## src/design/assert_macros.svh

```systemverilog
// Assertion macros used by the frame buffer pool allocator RTL.
// Expects signals named clk and rst_n in the scope that uses them.
`ifndef ASSERT_MACROS_SVH
`define ASSERT_MACROS_SVH

// Same-cycle implication, checked outside reset
`define FBPA_ASSERT_IMPLY(label, pre, post, msg) \
  label: assert property (@(posedge clk) disable iff (!rst_n) (pre) |-> (post)) \
    else $error(msg);

// Next-cycle implication, checked outside reset
`define FBPA_ASSERT_NEXT(label, pre, post, msg) \
  label: assert property (@(posedge clk) disable iff (!rst_n) (pre) |=> (post)) \
    else $error(msg);

`endif

```

## src/design/fbpa_pkg.sv

```systemverilog
// Package for the frame buffer pool allocator: sizes, codes and the
// structs carried along the cell chain. No dependencies.
package fbpa_pkg;

  localparam int POOL_ENTRIES = 8;
  localparam int IDX_W        = 3;
  localparam int TAG_W        = 16;
  localparam int IN_TDATA_W   = 24;
  localparam int OUT_TDATA_W  = 8;

  localparam logic [TAG_W-1:0] TAG_NONE  = 16'hFFFF;
  localparam logic [1:0]       PIC_BLANK = 2'd0;

  // Request kind, carried on in_tuser
  typedef enum logic [1:0] {
    FN_GET  = 2'd0,
    FN_PUT  = 2'd1,
    FN_MARK = 2'd2,
    FN_NOP  = 2'd3
  } func_t;

  // Entry ownership
  typedef enum logic [1:0] {
    USE_FREE    = 2'd0,
    USE_PREPARE = 2'd1,
    USE_CURRENT = 2'd2
  } use_t;

  // Update applied to one entry
  typedef enum logic [2:0] {
    CMD_NONE    = 3'd0,
    CMD_CLAIM   = 3'd1,  // mark used, keep tag and picture
    CMD_RETAG   = 3'd2,  // mark used, new tag
    CMD_REPLACE = 3'd3,  // mark used, new tag, picture blanked
    CMD_PUT     = 3'd4,  // free, blank if untagged
    CMD_MARK    = 3'd5   // write picture state
  } cmd_op_t;

  typedef enum logic [2:0] {
    ST_IDLE   = 3'd0,
    ST_LAUNCH = 3'd1,
    ST_SCAN   = 3'd2,
    ST_COMMIT = 3'd3,
    ST_REPORT = 3'd4
  } state_t;

  // Search record handed from cell to cell: first hit of each tier
  typedef struct packed {
    logic             active;
    logic             hit_tag;
    logic [IDX_W-1:0] idx_tag;
    logic             hit_blank;
    logic [IDX_W-1:0] idx_blank;
    logic             hit_free;
    logic [IDX_W-1:0] idx_free;
  } scan_t;

  // Update broadcast to all cells
  typedef struct packed {
    cmd_op_t          op;
    logic [IDX_W-1:0] idx;
    logic [TAG_W-1:0] tag;
    use_t             use_kind;
    logic [1:0]       pic;
  } cmd_t;

  // Spare count limited to the last pool entry
  function automatic logic [IDX_W-1:0] spares_clamp(input logic [IDX_W-1:0] s);
    logic [IDX_W-1:0] r;
    r = s;
    if (int'(s) > POOL_ENTRIES - 1) begin
      r = IDX_W'(POOL_ENTRIES - 1);
    end
    return r;
  endfunction

endpackage

```

## src/design/fbpa_cell.sv

```systemverilog
// One pool entry of the allocator: tag, use and picture state, plus one
// stage of the search chain. Depends on fbpa_pkg.
module fbpa_cell
  import fbpa_pkg::*;
(
  input  logic             clk,
  input  logic             rst_n,
  input  logic [IDX_W-1:0] cell_idx,
  input  logic [IDX_W-1:0] spare_eff,
  input  logic             init_we,
  input  logic [IDX_W-1:0] init_fb,
  input  logic [TAG_W-1:0] scan_id,
  input  scan_t            scan_in,
  output scan_t            scan_out,
  input  cmd_t             cmd,
  output logic [1:0]       pic_out
);

  logic [TAG_W-1:0] tag_r, tag_nxt;
  use_t             use_r, use_nxt;
  logic [1:0]       pic_r, pic_nxt;
  scan_t            scan_r, scan_nxt;
  logic             in_pool;
  logic             is_free;

  assign in_pool = (cell_idx <= spare_eff);
  assign is_free = (use_r == USE_FREE);

  // Search stage: record the first hit of each tier
  always_comb begin
    scan_nxt = scan_in;
    if (scan_in.active && in_pool && is_free) begin
      if (!scan_in.hit_tag && (tag_r == scan_id)) begin
        scan_nxt.hit_tag = 1'b1;
        scan_nxt.idx_tag = cell_idx;
      end
      if (!scan_in.hit_blank && (pic_r == PIC_BLANK)) begin
        scan_nxt.hit_blank = 1'b1;
        scan_nxt.idx_blank = cell_idx;
      end
      if (!scan_in.hit_free) begin
        scan_nxt.hit_free = 1'b1;
        scan_nxt.idx_free = cell_idx;
      end
    end
  end

  always_ff @(posedge clk) begin
    if (!rst_n) begin
      scan_r <= '0;
    end else begin
      scan_r <= scan_nxt;
    end
  end

  assign scan_out = scan_r;

  // Entry update: pool init first, then the addressed command
  always_comb begin
    tag_nxt = tag_r;
    use_nxt = use_r;
    pic_nxt = pic_r;
    if (init_we) begin
      tag_nxt = '0;
      pic_nxt = PIC_BLANK;
      use_nxt = ((init_fb != '0) && (cell_idx == init_fb)) ? USE_CURRENT : USE_FREE;
    end else if (cmd.idx == cell_idx) begin
      case (cmd.op)
        CMD_CLAIM: begin
          use_nxt = cmd.use_kind;
        end
        CMD_RETAG: begin
          tag_nxt = cmd.tag;
          use_nxt = cmd.use_kind;
        end
        CMD_REPLACE: begin
          tag_nxt = cmd.tag;
          use_nxt = cmd.use_kind;
          pic_nxt = PIC_BLANK;
        end
        CMD_PUT: begin
          use_nxt = USE_FREE;
          if (tag_r == TAG_NONE) begin
            pic_nxt = PIC_BLANK;
          end
        end
        CMD_MARK: begin
          pic_nxt = cmd.pic;
        end
        default: begin
        end
      endcase
    end
  end

  always_ff @(posedge clk) begin
    if (!rst_n) begin
      tag_r <= '0;
      use_r <= USE_FREE;
      pic_r <= PIC_BLANK;
    end else begin
      tag_r <= tag_nxt;
      use_r <= use_nxt;
      pic_r <= pic_nxt;
    end
  end

  assign pic_out = pic_r;

endmodule

```

## src/design/fbpa_ctrl.sv

```systemverilog
// Sequencer of the allocator: takes request beats, launches the search
// down the cell chain, picks the tier, commits and returns the result.
// Depends on fbpa_pkg and assert_macros.svh.
`include "assert_macros.svh"

module fbpa_ctrl
  import fbpa_pkg::*;
(
  input  logic                   clk,
  input  logic                   rst_n,
  input  logic                   in_tvalid,
  output logic                   in_tready,
  input  logic [IN_TDATA_W-1:0]  in_tdata,
  input  logic [1:0]             in_tuser,
  output logic                   out_tvalid,
  input  logic                   out_tready,
  output logic [OUT_TDATA_W-1:0] out_tdata,
  output logic                   out_tuser,
  input  logic                   cfg_we,
  input  logic [IDX_W-1:0]       cfg_wdata,
  output logic [IDX_W-1:0]       spare_eff,
  output logic [TAG_W-1:0]       scan_id,
  output scan_t                  scan_head,
  input  scan_t                  scan_tail,
  output cmd_t                   cmd,
  input  logic [1:0]             cell_pic [POOL_ENTRIES]
);

  state_t                 state_r, state_nxt;
  logic [IDX_W-1:0]       spare_r;
  logic [TAG_W-1:0]       id_r;
  logic                   cur_r;
  logic [1:0]             pic_r;
  logic                   grant_r, grant_nxt;
  logic [IDX_W-1:0]       gidx_r, gidx_nxt;
  cmd_op_t                op_r, op_nxt;
  logic                   out_tvalid_r, out_tvalid_nxt;
  logic [OUT_TDATA_W-1:0] out_tdata_r, out_tdata_nxt;
  logic                   out_tuser_r, out_tuser_nxt;
  logic                   in_beat;
  logic                   out_load;
  logic                   tgt_ok;

  assign spare_eff = spares_clamp(spare_r);
  assign scan_id   = id_r;
  assign in_beat   = in_tvalid && in_tready;
  assign out_load  = (state_r == ST_REPORT) && (!out_tvalid_r || out_tready);
  assign tgt_ok    = (in_tdata[19:17] <= spare_eff);

  // Next state
  always_comb begin
    state_nxt = state_r;
    case (state_r)
      ST_IDLE: begin
        if (in_beat) begin
          state_nxt = (func_t'(in_tuser) == FN_GET) ? ST_LAUNCH : ST_COMMIT;
        end
      end
      ST_LAUNCH: state_nxt = ST_SCAN;
      ST_SCAN: begin
        if (scan_tail.active) begin
          state_nxt = ST_COMMIT;
        end
      end
      ST_COMMIT: state_nxt = ST_REPORT;
      ST_REPORT: begin
        if (out_load) begin
          state_nxt = ST_IDLE;
        end
      end
      default: state_nxt = ST_IDLE;
    endcase
  end

  // State outputs
  always_comb begin
    in_tready        = 1'b0;
    scan_head        = '0;
    cmd.op           = CMD_NONE;
    cmd.idx          = gidx_r;
    cmd.tag          = id_r;
    cmd.use_kind     = cur_r ? USE_CURRENT : USE_PREPARE;
    cmd.pic          = pic_r;
    case (state_r)
      ST_IDLE:   in_tready = 1'b1;
      ST_LAUNCH: scan_head.active = 1'b1;
      ST_COMMIT: cmd.op = op_r;
      default: begin
      end
    endcase
  end

  always_ff @(posedge clk) begin
    if (!rst_n) begin
      state_r <= ST_IDLE;
      spare_r <= '0;
    end else begin
      state_r <= state_nxt;
      if (cfg_we) begin
        spare_r <= cfg_wdata;
      end
    end
  end

  // Request capture
  always_ff @(posedge clk) begin
    if (in_beat) begin
      id_r   <= in_tdata[15:0];
      cur_r  <= in_tdata[16];
      pic_r  <= in_tdata[21:20];
    end
  end

  // Decision: direct for put/mark, from the chain tail for get
  always_comb begin
    grant_nxt = grant_r;
    gidx_nxt  = gidx_r;
    op_nxt    = op_r;
    if (in_beat) begin
      grant_nxt = 1'b0;
      gidx_nxt  = in_tdata[19:17];
      op_nxt    = CMD_NONE;
      case (func_t'(in_tuser))
        FN_PUT: begin
          grant_nxt = tgt_ok;
          op_nxt    = tgt_ok ? CMD_PUT : CMD_NONE;
        end
        FN_MARK: begin
          grant_nxt = tgt_ok;
          op_nxt    = tgt_ok ? CMD_MARK : CMD_NONE;
        end
        default: begin
        end
      endcase
    end else if ((state_r == ST_SCAN) && scan_tail.active) begin
      if (scan_tail.hit_tag) begin
        grant_nxt = 1'b1;
        gidx_nxt  = scan_tail.idx_tag;
        op_nxt    = CMD_CLAIM;
      end else if (scan_tail.hit_blank) begin
        grant_nxt = 1'b1;
        gidx_nxt  = scan_tail.idx_blank;
        op_nxt    = CMD_RETAG;
      end else if (scan_tail.hit_free) begin
        grant_nxt = 1'b1;
        gidx_nxt  = scan_tail.idx_free;
        op_nxt    = CMD_REPLACE;
      end else if (cur_r) begin
        // pool exhausted: steal entry 0
        grant_nxt = 1'b1;
        gidx_nxt  = '0;
        op_nxt    = CMD_REPLACE;
      end else begin
        grant_nxt = 1'b0;
        gidx_nxt  = '0;
        op_nxt    = CMD_NONE;
      end
    end
  end

  always_ff @(posedge clk) begin
    if (!rst_n) begin
      grant_r <= 1'b0;
      gidx_r  <= '0;
      op_r    <= CMD_NONE;
    end else begin
      grant_r <= grant_nxt;
      gidx_r  <= gidx_nxt;
      op_r    <= op_nxt;
    end
  end

  // Result register: holds a beat until taken
  always_comb begin
    out_tvalid_nxt = out_tvalid_r && !out_tready;
    out_tdata_nxt  = out_tdata_r;
    out_tuser_nxt  = out_tuser_r;
    if (out_load) begin
      out_tvalid_nxt = 1'b1;
      out_tuser_nxt  = grant_r;
      if (grant_r) begin
        out_tdata_nxt = {2'b00, cell_pic[gidx_r], (gidx_r == spare_eff), gidx_r};
      end else begin
        out_tdata_nxt = '0;
      end
    end
  end

  always_ff @(posedge clk) begin
    if (!rst_n) begin
      out_tvalid_r <= 1'b0;
    end else begin
      out_tvalid_r <= out_tvalid_nxt;
    end
  end

  always_ff @(posedge clk) begin
    out_tdata_r <= out_tdata_nxt;
    out_tuser_r <= out_tuser_nxt;
  end

  assign out_tvalid = out_tvalid_r;
  assign out_tdata  = out_tdata_r;
  assign out_tuser  = out_tuser_r;

  // Checks
  `FBPA_ASSERT_IMPLY(a_tail_only_in_scan, scan_tail.active, state_r == ST_SCAN, "stray search")
  `FBPA_ASSERT_IMPLY(a_nogrant_zero, out_tvalid_r && !out_tuser_r, out_tdata_r == '0, "denied data")
  `FBPA_ASSERT_NEXT(a_commit_then_report, state_r == ST_COMMIT, state_r == ST_REPORT, "no report")
  `FBPA_ASSERT_NEXT(a_accept_leaves_idle, in_tvalid && in_tready, state_r != ST_IDLE, "beat lost")

endmodule

```

## src/design/frame_buffer_pool_allocator_top.sv

```systemverilog
// Frame buffer pool allocator, top level: one controller and a chain of
// eight entry cells. Depends on fbpa_pkg, fbpa_cell and fbpa_ctrl.
//
// One request beat is taken at a time. A get walks a search record
// through all eight cells, one cell per cycle, then commits and reports.
// A put or a picture-state mark needs no search. Writing spare_count
// re-initializes every entry in the same cycle. The result sits in an
// output register until taken.
module frame_buffer_pool_allocator_top
  import fbpa_pkg::*;
(
  input  logic                   clk,
  input  logic                   rst_n,
  input  logic                   in_tvalid,
  output logic                   in_tready,
  // [15:0] content_id, [16] for_current, [19:17] target_index,
  // [21:20] new_pic_state, [23:22] zero
  input  logic [IN_TDATA_W-1:0]  in_tdata,
  // [1:0] func
  input  logic [1:0]             in_tuser,
  output logic                   out_tvalid,
  input  logic                   out_tready,
  // [2:0] granted_index, [3] is_device_fb, [5:4] content_state, [7:6] zero
  output logic [OUT_TDATA_W-1:0] out_tdata,
  // [0] granted
  output logic                   out_tuser,
  input  logic                   cfg_we,
  input  logic [IDX_W-1:0]       cfg_wdata
);

  logic [IDX_W-1:0] spare_eff;
  logic [IDX_W-1:0] init_fb;
  logic [TAG_W-1:0] scan_id;
  scan_t            scan_link [POOL_ENTRIES+1];
  cmd_t             cmd;
  logic [1:0]       cell_pic [POOL_ENTRIES];

  assign init_fb = spares_clamp(cfg_wdata);

  fbpa_ctrl u_ctrl (
    .clk        (clk),
    .rst_n      (rst_n),
    .in_tvalid  (in_tvalid),
    .in_tready  (in_tready),
    .in_tdata   (in_tdata),
    .in_tuser   (in_tuser),
    .out_tvalid (out_tvalid),
    .out_tready (out_tready),
    .out_tdata  (out_tdata),
    .out_tuser  (out_tuser),
    .cfg_we     (cfg_we),
    .cfg_wdata  (cfg_wdata),
    .spare_eff  (spare_eff),
    .scan_id    (scan_id),
    .scan_head  (scan_link[0]),
    .scan_tail  (scan_link[POOL_ENTRIES]),
    .cmd        (cmd),
    .cell_pic   (cell_pic)
  );

  // Entry chain, search record flows from entry 0 upward
  for (genvar g = 0; g < POOL_ENTRIES; g++) begin : g_cell
    fbpa_cell u_cell (
      .clk       (clk),
      .rst_n     (rst_n),
      .cell_idx  (IDX_W'(g)),
      .spare_eff (spare_eff),
      .init_we   (cfg_we),
      .init_fb   (init_fb),
      .scan_id   (scan_id),
      .scan_in   (scan_link[g]),
      .scan_out  (scan_link[g+1]),
      .cmd       (cmd),
      .pic_out   (cell_pic[g])
    );
  end

endmodule
```

## config.mk

```make
export PLATFORM = sky130hd
export DESIGN_NAME = frame_buffer_pool_allocator_top
export DESIGN_NICKNAME = d
export VERILOG_FILES = /design/src/design/fbpa_pkg.sv /design/src/design/fbpa_cell.sv /design/src/design/fbpa_ctrl.sv /design/src/design/frame_buffer_pool_allocator_top.sv
export VERILOG_INCLUDE_DIRS = /design/src /design/src/design
export SDC_FILE = /design/constraint.sdc
export NUM_CORES = 1
export LEC_CHECK = 0
export BUFFER_PORTS_ARGS = -buffer_cell sky130_fd_sc_hd__buf_2
export CORE_UTILIZATION = 35
export DETAILED_ROUTE_END_ITERATION = 10
export GPL_TIMING_DRIVEN = 0
export SLEW_MARGIN = 30
export SYNTH_ARGS = -nofsm -noshare
export SYNTH_HDL_FRONTEND = slang
export SYNTH_SLANG_ARGS = --single-unit
```

## constraint.sdc

```tcl
create_clock -name clk -period 2.1 [get_ports clk]
set_input_delay 0.315 -clock clk [delete_from_list [all_inputs] [get_ports clk]]
set_output_delay 0.315 -clock clk [all_outputs]
set_load 0.05 [all_outputs]
```

Word level (Yosys, flattened, before mapping)
Cells that the tools add are included.

word-level totals
  register bits after elaboration = 306
  logic and storage cells = 384

cells by class
  $lt $le $gt $ge = 10
  eq/ne operators = 53
  multiplexer cells = 106
  bitwise operators = 2
  reduce and logical (&&, ||, !) cells = 121

operators by type and width
  cell                                                  number
  equality test 16 bit                                  8
  equality test 16 bit, second input constant           8
  two-way mux 12 bit                                    7
  two-way mux 2 bit                                     37
  two-way mux 3 bit                                     23
  two-way mux 4 bit                                     17
  case mux 2 bit (3 select lines)                       8
  logical AND 1 bit                                     42
  zero test 2 bit                                       17
  AND reduction 2 bit                                   17
  AND reduction 3 bit                                   9
  != test 2 x 1 -> 1 bit, second input constant         11
  equality test 3 bit, second input constant            7
  equality test 3 x 2 -> 1 bit, second input constant   6
  nonzero test 2 bit                                    9
  zero test 1 bit                                       16
  case mux 3 bit (5 select lines)                       1
  equality test 3 bit, first input constant             4
  less-or-equal comparator 3 bit, first input constant  4
  two-way mux 1 bit                                     10
  equality test 3 x 1 -> 1 bit, second input constant   3
  zero test 3 bit                                       3
  nonzero test 3 bit                                    3
  binary-select mux 2 bit (select 3 bit)                1
  other kinds (16)                                      21

Logic depth before layout (Yosys ltp)
  depth after elaboration = 7
  gate-level depth with buffers = 8
  mapped depth without buffers = 7

By module
A second synthesis with hierarchy kept.

unflattened totals
  cells, all modules = 1651
  area, all modules = 16540.9 um^2

modules (own cells, without submodules)
  module                            times used  cells each  area each (um^2)  sequential area each (um^2)
  fbpa_cell (g_cell[1].u_cell ...)  7           183         1809.2            660.6
  fbpa_ctrl                         1           185         2128.3            1061.0
  fbpa_cell (g_cell[0].u_cell)      1           183         1740.4            660.6
  frame_buffer_pool_allocator_top   1           2           7.5               0.0

Worst setup path after synthesis
No wires, ideal clock.

  path type = register -> output
  start point = reg u_ctrl.state_r[2]
  end point = out in_tready
  arrival time = 1.585 ns
  path slack = 0.200 ns
  cell stages (with the launch flop) = 3
  path buffers = 1
  path through = dfxtp_1 > clkbuf_1 > nor3_1

on the way
  cells in the longest elaborated chain, start to end = 2

ends and longest elaborated chain
  item                    line                                   text
  from (decl)             fbpa_ctrl.sv:29                        state_t state_r, state_nxt;
  from (signal assigned)  fbpa_ctrl.sv:98                        state_r <= state_nxt;
  zero test 3 bit         fbpa_ctrl.sv:84                        case (state_r)
  two-way mux 1 bit       fbpa_ctrl.sv:84
  to (decl)               frame_buffer_pool_allocator_top.sv:15  output logic in_tready,

No other way between the ends.

Worst setup path in the final report
  start point = reg u_ctrl.id_r[13] (netlist: u_ctrl.scan_id[13])
  end point = reg g_cell[2].u_cell.scan_r (netlist bit g_cell[2].u_cell.scan_out[9])

on the way
  cells in the longest elaborated chain, start to end = 4

ends and longest elaborated chain
  item                    line              text
  from (decl)             fbpa_ctrl.sv:31   logic [TAG_W-1:0] id_r;
  from (signal assigned)  fbpa_ctrl.sv:108  id_r <= in_tdata[15:0];
  equality test 16 bit    fbpa_cell.sv:33   if (!scan_in.hit_tag && (tag_r == scan_id)) begin
  logical AND 1 bit       fbpa_cell.sv:33
  two-way mux 4 bit       fbpa_cell.sv:33
  two-way mux 12 bit      fbpa_cell.sv:32   if (scan_in.active && in_pool && is_free) begin
  to (signal assigned)    fbpa_cell.sv:52   scan_r <= scan_nxt;
  to (decl)               fbpa_cell.sv:22   scan_t scan_r, scan_nxt;

No other way between the ends.
A chain may end at the register's enable or synchronous reset.

==> results.txt <==
startpoint types -> flip-flop
most common cell after layout, fill and taps aside -> dfxtp_1
final period utilization -> 0.989
Met3 Routed Length -> 2.41 mm
R2R Path End -> g_cell[2].u_cell.scan_out[9]
Clock Tree Buf Depth -> 3
drt initial violations -> 953
Slew Limit Fails -> 0
DP Area -> 12800 um^2
Fmax -> 481 MHz
Synth Warn # -> 0
routed len/inst -> 18.8 um
Max Cap Viol -> 0
Clock Latency Late Sink -> 0.55 ns
Post-Syn Area -> 12100 um^2
num rows -> 67
initial antenna violation count -> 0
total grt overflow -> 0
Sequential Area -> 5930 um^2
Min Clock Period, post-route -> 2.08 ns
Area Growth Syn to Fin -> 18.7%
count of clock tree sinks -> 283
core footprint -> 33700 um^2
Layout Skew -> 0.0121 ns
Post-synth EDFFs -> 26
status -> complete, no violations
die height -> 188 um
measured slew at the worst slew-check pin -> 0.954 ns
first-pass GRT wire length -> 54.9 mm
number of synthesized register bits -> 283
placed insts -> 1817
largest net degree at the start of global routing -> 29
root buffer cell -> clkbuf_16
Fill cells -> 3395
hold path startpoint -> in_tdata[17]
RR Startpoint -> u_ctrl.scan_id[13]
htree depth -> 1
post-synthesis simple-gate area fraction -> 0.217
Synth Area in XOR/XNOR -> 0.0951
Reg2Reg Setup Slack -> 0.02 ns
Hold Crit Depth -> 3
DR vias/cell -> 5.24
layout cells sized above 1 -> 0.136
final hold violation count -> 0
min-delay worst type -> in2reg
detailed-route DRC error count -> 0
adder-cell share of the synthesized area -> 0.00622
diodes inserted -> 0
worst-case hold path end point -> u_ctrl.gidx_r[0]
crit path capture type -> flip-flop
vias in the first global route -> 9494
largest family of logic cells by synthesized area -> simple AND/OR/NAND/NOR gates
Worst VDD drop -> 0.000603 V
vias -> 10000
Multi-input gate area -> 5670 um^2
drt first pass iters -> 5
final setup violation count -> 0
DIE AREA -> 35200 um^2
fin cells -> 1912
normalized max-slew margin -> 0.358
Die X -> 188 um
Crit Path Class -> reg2reg
mux share of post-synthesis cell area -> 0.0672
CP arrival -> 2.57 ns
post-synthesis sequential area ratio -> 0.491
Avg Inst Size Synth -> 9.08 um^2
fin area -> 14300 um^2
Total Routed Length -> 35.9 mm
Netlist cell types -> 57
CTS tree -> yes
ys async rst share -> 0
Crit Path Max Fanout -> 5
Initial Util -> 0.358
Reg clk slew, reported paths -> 0.06 ns
M1 wire length -> 16.2 mm
GRT Total Usage -> 0.199
final core utilization -> 0.425
Synth Area in Compound Gates -> 0.0785
Leak -> 5.04 nW
I/O pin total -> 45
gpl congestion -> 0.900
Power Dens Cells -> 810 nW/um^2
R2R depth -> 6
estimated wirelength of the detail-placed design -> 24.4 mm
required time of the critical path -> 2.60 ns
Synth Instances -> 1328
Nets -> 1482
total CTS buffers -> 29
remaining antenna violation count after routing -> 0
ys flop type -> dfxtp_1
WL met2 -> 16.4 mm
Highest Signal Layer -> met4
input/output buffers -> 40
most frequent cells in the layout -> dfxtp_1, nor2_1, nand2_1
==> metrics by stage <==
| step | setup WS [ns] | TNS [ns] | power, W | hold slack (ns) |
|---|---|---|---|---|
| floorplan | 0.200 | 0 | 0.00621 | 0.392 |
| global placement | -0.491 | -11.41 | 0.00653 | 0.401 |
| detailed placement | -0.480 | -14.25 | 0.00654 | 0.402 |
| CTS | -0.126 | -6.91 | 0.0116 | 0.0547 |
| global route | -0.0479 | -0.168 | 0.0120 | 0.0794 |
| finish | 0.0225 | 0 | 0.0116 | 0.0744 |
==> registers in the layout, summed over array words and instances, names as in the netlist <==
register / count
u_ctrl.gidx_r: 3
u_ctrl.spare_eff: 3
u_ctrl.state_r: 3
u_ctrl.grant_r: 1
u_ctrl.out_tvalid: 1
u_ctrl.out_tuser: 1
u_ctrl.op_r: 3
u_ctrl.cur_r: 1
g_cell.u_cell.pic_out: 16
u_ctrl.pic_r: 2
g_cell.u_cell.tag_r: 128
g_cell.u_cell.scan_out: 83
g_cell.u_cell.use_r: 16
u_ctrl.scan_id: 16
u_ctrl.out_tdata: 6
==> layer usage <==
metal	GRT usage	up-vias
li1	-	4804
met1	0.274	4829
met2	0.317	334
met3	0.0348	54
met4	0.0619	0
met5	0	-
==> worst max path at each step <==
stage / from / end / slack [ns] / depth (start not counted)
after CTS: u_ctrl.state_r[1] / g_cell[1].u_cell.tag_r[12] / -0.13 / 7
final: u_ctrl.scan_id[13] / g_cell[2].u_cell.scan_out[9] / 0.02 / 6
after detailed placement: u_ctrl.scan_id[13] / g_cell[1].u_cell.scan_out[8] / -0.48 / 7
after floorplan: u_ctrl.state_r[2] / in_tready / 0.20 / 2
after global placement: u_ctrl.scan_id[13] / g_cell[1].u_cell.scan_out[8] / -0.49 / 7
after global routing: u_ctrl.scan_id[8] / g_cell[6].u_cell.scan_out[9] / -0.05 / 6
==> cell usage after synthesis (all sizes together) (2+ instances only) <==
cell type	count	area share
buf	42	0.020
clkbuf	58	0.018
nand2	123	0.038
nor3	27	0.012
a211oi	2	0.0012
a31oi	2	0.0010
o211ai	8	0.0054
and3b	2	0.0015
mux2i	72	0.060
nand2b	5	0.0026
xor2	73	0.053
ha	6	0.0062
nor4	32	0.017
nor2	160	0.050
or4	3	0.0019
nand3b	4	0.0035
inv	20	0.0062
o21ai	42	0.017
a221oi	10	0.0073
and3	7	0.0036
mux4	4	0.0075
nor3b	4	0.0029
dfxtp	257	0.43
o31ai	4	0.0025
nor2b	5	0.0026
o21a	9	0.0056
xnor2	58	0.042
edfxtp	26	0.065
nand3	100	0.041
a21oi	84	0.035
and2	16	0.0083
nand4	47	0.024
==> logic make-up after synthesis <==
logic type | count (synthesis)
adders and majority gates | 6
and+or+nand+nor | 545
muxes | 76
AOI/OAI and AO/OA | 166
other | 1
DFF | 283
buffers and inverters | 120
xor gates and xnor gates | 131
==> area by class of cell <==
| class | count | area share |
|---|---|---|
| clock buffer | 43 | 0.0585 |
| inverter | 20 | 0.00524 |
| multi-input combinational | 926 | 0.396 |
| buffer | 85 | 0.0321 |
| tap | 448 | 0.0391 |
| timing repair buffer | 97 | 0.0489 |
| clock inverter | 10 | 0.00620 |
| sequential | 283 | 0.414 |
==> critical path: stages, from the launching register on <==
cell	delay (ns)
edfxtp_1	0.52
buf_4	0.23
xor2_1	0.17
nor4_1	0.30
nand3_1	0.27
nor4_1	0.36
and2_1	0.17
==> what timing repair did <==
item,in CTS,in global routing
pin swaps,1,5
gates resized for setup,24,28
buffers inserted,2,36
endpoints found under the setup margin,131,169
hold buffers,19,0
hold endpoints to repair,19,0
cloned,0,0
==> report_power, final <==
part	leakage, nW	total [W]	internal, W	switching, W
logic	2.27	0.000955	0.000343	0.000612
clock network	0.457	0.00504	0.00288	0.00216
registers	2.32	0.00561	0.00552	0.0000923
Note: power is estimated with default switching activity, not from simulation.
